$ cat src/hdl/rv32i_pkg.sv
// Shared opcodes, field codes and helper types for the instruction execute unit.
package rv32i_pkg;

  localparam int DataWordsDefault = 512;

  localparam logic [6:0] OPC_OPIMM  = 7'h13;
  localparam logic [6:0] OPC_OP     = 7'h33;
  localparam logic [6:0] OPC_BRANCH = 7'h63;
  localparam logic [6:0] OPC_LOAD   = 7'h03;
  localparam logic [6:0] OPC_STORE  = 7'h23;
  localparam logic [6:0] OPC_JAL    = 7'h6F;
  localparam logic [6:0] OPC_LUI    = 7'h37;
  localparam logic [6:0] OPC_AUIPC  = 7'h17;
  localparam logic [6:0] OPC_JALR   = 7'h67;

  localparam logic [6:0] F7_ZERO = 7'h00;
  localparam logic [6:0] F7_ALT  = 7'h20;
  localparam logic [31:0] JALR_MASK = 32'hFFFF_FFFE;

  // Write-back request handed from the execute stage to the register file
  typedef struct packed {
    logic        en;
    logic [4:0]  idx;
    logic [31:0] value;
  } rf_write_t;

endpackage

$ cat src/hdl/rv32i_regfile.sv
// 32 x 32 register file with registered reads, write forwarding and valid bits cleared at reset.
module rv32i_regfile (
  input  logic                  clk,
  input  logic                  rst,
  input  logic                  rd_en,
  input  logic [4:0]            rs1,
  input  logic [4:0]            rs2,
  input  rv32i_pkg::rf_write_t  wr,
  output logic [31:0]           a,
  output logic [31:0]           b
);

  logic [31:0] mem [32];
  logic [31:0] a_raw;
  logic [31:0] b_raw;

  // Valid bits: an entry not yet written since reset reads as zero
  logic [31:0] vld;

  always_ff @(posedge clk) begin
    if (rst) begin
      vld <= '0;
    end else if (wr.en) begin
      vld[wr.idx] <= 1'b1;
    end
  end

  // Write port, and read ports with forwarding of a same-cycle write
  always_ff @(posedge clk) begin
    if (wr.en) begin
      mem[wr.idx] <= wr.value;
    end
    if (rd_en) begin
      if (wr.en && wr.idx == rs1) a_raw <= wr.value;
      else if (vld[rs1] && !(rst)) a_raw <= mem[rs1];
      else a_raw <= '0;
      if (wr.en && wr.idx == rs2) b_raw <= wr.value;
      else if (vld[rs2] && !(rst)) b_raw <= mem[rs2];
      else b_raw <= '0;
    end
  end

  assign a = a_raw;
  assign b = b_raw;

endmodule

$ cat config.mk
export PLATFORM = sky130hd
export DESIGN_NAME = rv32i_regfile
export DESIGN_NICKNAME = d
export VERILOG_FILES = /design/src/hdl/rv32i_pkg.sv /design/src/hdl/rv32i_regfile.sv
export SDC_FILE = /design/constraint.sdc
export NUM_CORES = 2
export LEC_CHECK = 0
export BUFFER_PORTS_ARGS = -buffer_cell sky130_fd_sc_hd__buf_2
export CORE_MARGIN = 4
export CORE_UTILIZATION = 50
export DETAILED_ROUTE_END_ITERATION = 7
export PLACE_DENSITY = 0.66
export SYNTH_ARGS = -nofsm -noshare
export SYNTH_HDL_FRONTEND = slang
export SYNTH_SLANG_ARGS = --single-unit
$ cat constraint.sdc
create_clock -name clk -period 3.81 [get_ports clk]
set_input_delay 0.381 -clock clk [delete_from_list [all_inputs] [get_ports clk]]
set_output_delay 0.381 -clock clk [all_outputs]
set_load 0.02 [all_outputs]
# == After elaboration in Yosys (flattened, before gate mapping) ==
# Memories as Yosys holds them, arrays and structs flattened.
# Cells that the tools add are included.
# totals
ramBits,1024
elab_cells,29
inputBits,51
out_inout_bits,64
regBits,96
n_memories,1
# classes
eq_ne,2
muxes,12
reduce_logical,6
n_bitwise,1
n_lt_le_gt_ge,4
# memory_table
name,words,word_bits,rd,rd_ports_with_merged_regs,write_ports,line_no,rtl
mem,32,32,2,0,1,rv32i_regfile.sv:13,logic [31:0] mem [32];
# ops
operator,n
$mux W32,4
$or A32 B32 Y32,1
$lt A5 B6 Y1 const B,3
$bmux W1 S5,2
$eq A5 B5 Y1,2
$demux W1 S5,1
$ge A5 B1 Y1 const B,1
$logic_and A1 B1 Y1,5
$mux W1,5
$logic_not A1 Y1,1

# == Longest topological paths before layout ==
# logic_depth
word_depth,5
ltp_mapped,10
ltp_nobuf,5

# == Worst setup path before layout ==
# OpenSTA, ideal clock, no wires.
# synth_timing
path_type,input port to flip-flop
start,input port wr[37] (netlist bit)
end,memory mem[28][0] (enable)
t_required_ns,3.387
arrival_ns,2.602
setup_time_ns,0.423
path_slack_ns,0.785
path_buffers,2
stages,4
path_cell_list,clkbuf_1 > or3b_2 > clkbuf_1 > nor2_1
# synth_between
elab_chain_len,2
# synth_lines
element,line_no,rtl
"start, declared",rv32i_regfile.sv:8,"input rv32i_pkg::rf_write_t wr,"
$mux W1,rv32i_regfile.sv:30,if (wr.en) begin
$mux W1 (not written as such),rv32i_regfile.sv:31,mem[wr.idx] <= wr.value;
"end, declared",rv32i_regfile.sv:13,
# No other way between the ends.

# == Final worst setup path ==
# layout_timing
start,register vld[16]
end,register a_raw[9] (netlist: a[9]) (data pin)
# layout_between
elab_chain_len,5
# layout_lines
element,line_no,rtl
"start, declared",rv32i_regfile.sv:18,logic [31:0] vld;
"start signal, assigned",rv32i_regfile.sv:22,vld <= '0;
"start signal, assigned by index",rv32i_regfile.sv:24,vld[wr.idx] <= 1'b1;
$bmux W1 S5,rv32i_regfile.sv:35,else if (vld[rs1] && !(rst)) a_raw <= mem[rs1];
$mux W1 (not written as such),rv32i_regfile.sv:35,
$logic_and A1 B1 Y1,rv32i_regfile.sv:35,
$mux W32,rv32i_regfile.sv:35,
$mux W32,rv32i_regfile.sv:34,if (wr.en && wr.idx == rs1) a_raw <= wr.value;
"end signal, assigned",rv32i_regfile.sv:34,
"end signal, assigned",rv32i_regfile.sv:35,
"end, declared",rv32i_regfile.sv:14,logic [31:0] a_raw;
# No other way between the ends. The select of a mux whose other input is x is not followed.
# A chain may end at the register's enable or synchronous reset.

==> reports/summary.txt <==
outcome -> finished, final reports clean
Seq/Total Area, Yosys -> 63.6%
worst slack, placed -> 726 ps
CP Launch Type -> flop
synth-to-layout area growth -> 12.0%
first-pass GRT wire length -> 243000 um
Hold Crit Class -> primary input to flop
Worst Path Arrival -> 2900 ps
final worst setup slack -> 1330 ps
hold path start -> wr[20]
Post-synth EDFFs -> 1088
Warnings, synthesis -> 0
Net Switching -> 6.51 mW
Achievable Freq -> 404 MHz
cells after synthesis -> 3081
Worst-Margin Slew -> 1320 ps
layout cell share with drive strength beyond 1 -> 24.1%
Max Slew Vio Count -> 0
max-cap viol count -> 0
total gr overflow -> 0
Final ANT Viol Nets -> 0
Hold Path End -> mem[18][20]
# IOs -> 115
power per cell area -> 472 nW/um^2
clock sink count -> 1120
clock transition at the registers of the reported paths -> 70 ps
Post-Route WL -> 172000 um
wire per inst -> 36.9 um
Starting Density -> 50.4%
hold depth -> 1
RSZ-0062 raised after global routing -> false
CTS tree -> built
Post-Syn Area per Cell -> 17.0 sq um
depth of the CTS H-tree -> 3
IO buf count -> 114
fraction of registers with async set/reset -> 0%
Setup-failing EPs final -> 0
R2R setup slack -> 1330 ps
# nets final -> 3233
Net Sw Frac -> 23.5%
Cell Chain, Critical Path -> mux4_2, a22o_1, a211oi_1, or4_4, o31ai_2
FF-to-FF path depth -> 5
final hold slack -> 161 ps
Placed Cells -> 4447
hold-fix buffers at CTS -> 0
Mapped Area -> 52300 sq um
Sum Neg Setup Slack -> 0 ps
CTS resizes -> 0
Yosys reg bits -> 1120
Die Wd -> 332 um
fill count -> 7848
die height -> 332 um
via count -> 33.3k
internal cell power -> 21.2 mW
DRC -> 0
Net Count, Synth -> 3132
1st-iter DRT viols -> 4249
die area -> 110000 sq um
core area -> 104000 sq um
required time of the worst setup path -> 4230 ps
Root Driver -> clkbuf_16
DP Wirelength -> 94900 um
min cycle time layout -> 2480 ps
r2r startpoint -> vld[16]
CP peak stage delay -> 790 ps
Netlist cell types -> 52
router iterations before antenna repair -> 6
Final Wtd Congestion -> 0.851
Final Instance Count excl. Fillers -> 4665
clock power share -> 41.4%
Clock Skews -> 38.4 ps
post-layout util -> 56.5%
# rows -> 118
Final Hold Vio Count -> 0
crit path capture type -> flop
largest fanout on the critical path -> 32
combinational power share -> 8.8%
Slowest-stage cell, CP -> or4_4
largest net degree at the start of global routing -> 77
crit share post-route -> 65.0%
RR Endpoint -> a[9]
Post-CTS Setup Bufs -> 0
initial antenna violation count -> 9
total CTS buffers -> 113
Synth Flop Type -> edfxtp_1
CTS Buffer Depth -> 3
vias in the first global route -> 33.9k
Reg power frac -> 49.9%
leakage power figure -> 19.6 nW
vias per cell -> 7.14
total track usage -> 30.7%
Crit Path Class -> flop to flop
worst skew pair latency -> 730 ps
relative slew slack -> 11.6%
worst vdd ir -> 0.379 mV
[power groups by stage]
stage | clock network [mW] | logic [mW] | registers (mW)
after CTS | 11.5 | 2.39 | 13.8
after global placement | 0 | 2.35 | 14.1
after floorplan | 0 | 1.45 | 14.1
after detailed placement | 0 | 2.38 | 14.1
final | 11.5 | 2.42 | 13.8
after global routing | 12.1 | 2.52 | 13.8
[worst max path at each step]
stage | from | endpoint | slack (ps)
CTS | vld[16] | a[16] | 1350
detailed placement | rs1[0] | a[1] | 730
floorplan | wr[37] | mem[28][0] | 790
global route | vld[16] | a[15] | 1260
global placement | rs1[0] | a[1] | 730
finish | vld[16] | a[9] | 1330
[per-stage QoR]
| stage | cell area (sq um) | power, mW |
|---|---|---|
| 4_1_cts | 58600 | 27.7 |
| 5_1_grt | 58600 | 28.4 |
| 2_1_floorplan | 52300 | 15.5 |
| 3_3_place_gp | 54800 | 16.4 |
| 3_5_place_dp | 54800 | 16.4 |
| 6_report | 58600 | 27.7 |
[registers in the layout, indices dropped and copies added (netlist names)]
register	flops
mem	1024
a	32
b	32
vld	32
[cells in the mapped netlist (all sizes together) (32+ instances only)]
library cell     n  area share, %
a21oi           95           0.91
a31oi           60           0.72
and2            34           0.41
buf            149            2.4
clkbuf         109           0.78
dfxtp           32            1.2
edfxtp        1088             62
mux2i          476            9.1
mux4           289             12
nand2           49           0.35
nor2           162            1.2
o221ai         175            2.9
o22ai          149            1.8
o31ai           32           0.76
[cell usage in the layout (no fill, tap or decap), drive strengths merged, types with 34 or more instances in the layout]
| cell | n |
|---|---|
| edfxtp | 1088 |
| mux2i | 476 |
| mux4 | 289 |
| buf | 244 |
| o221ai | 175 |
| nor2 | 162 |
| o22ai | 149 |
| clkbuf | 131 |
| a21oi | 95 |
| clkinv | 62 |
| a31oi | 60 |
| nand2 | 49 |
| and2 | 34 |
[cell families (layout without fill, tap and decap cells)]
group,after synthesis,in the layout,synth area share (%)
XOR/XNOR,10,10,0.167
buffers and inverters,262,461,3.18
flip-flops,1120,1120,63.6
AO/OA/AOI/OAI,623,623,8.85
AND/OR/NAND/NOR,299,299,2.58
other,0,5,0
multiplexers,767,767,21.6
[area by class of cell]
class / count / area, sq um / area share, %
clock inverters: 82 / 915 / 1.56
flip-flops and latches: 1120 / 33300 / 56.8
diodes: 5 / 12.5 / 0.0213
well taps: 1380 / 1730 / 2.95
inverters: 4 / 15.0 / 0.0256
repair buffers: 244 / 2090 / 3.57
clock buffers: 131 / 2900 / 4.94
multi-input cells: 1699 / 17700 / 30.1
[routing by layer]
metal  vias to the layer above  global-route usage, %  routed length [um]
li1                      13200                      -                   -
met2                      2244                   49.8               82100
met5                         -                      0                  43
met1                     17300                   38.6               60600
met3                       561                   7.26               19000
met4                         6                   16.3               10500
[worst max-delay path: cells and delay by family (launching register included)]
family,cells,cell delay (ps)
compound gates,3,550
mux,1,470
flops,1,330
simple gates,1,790
No activity file was read; power rests on OpenSTA's default activity.
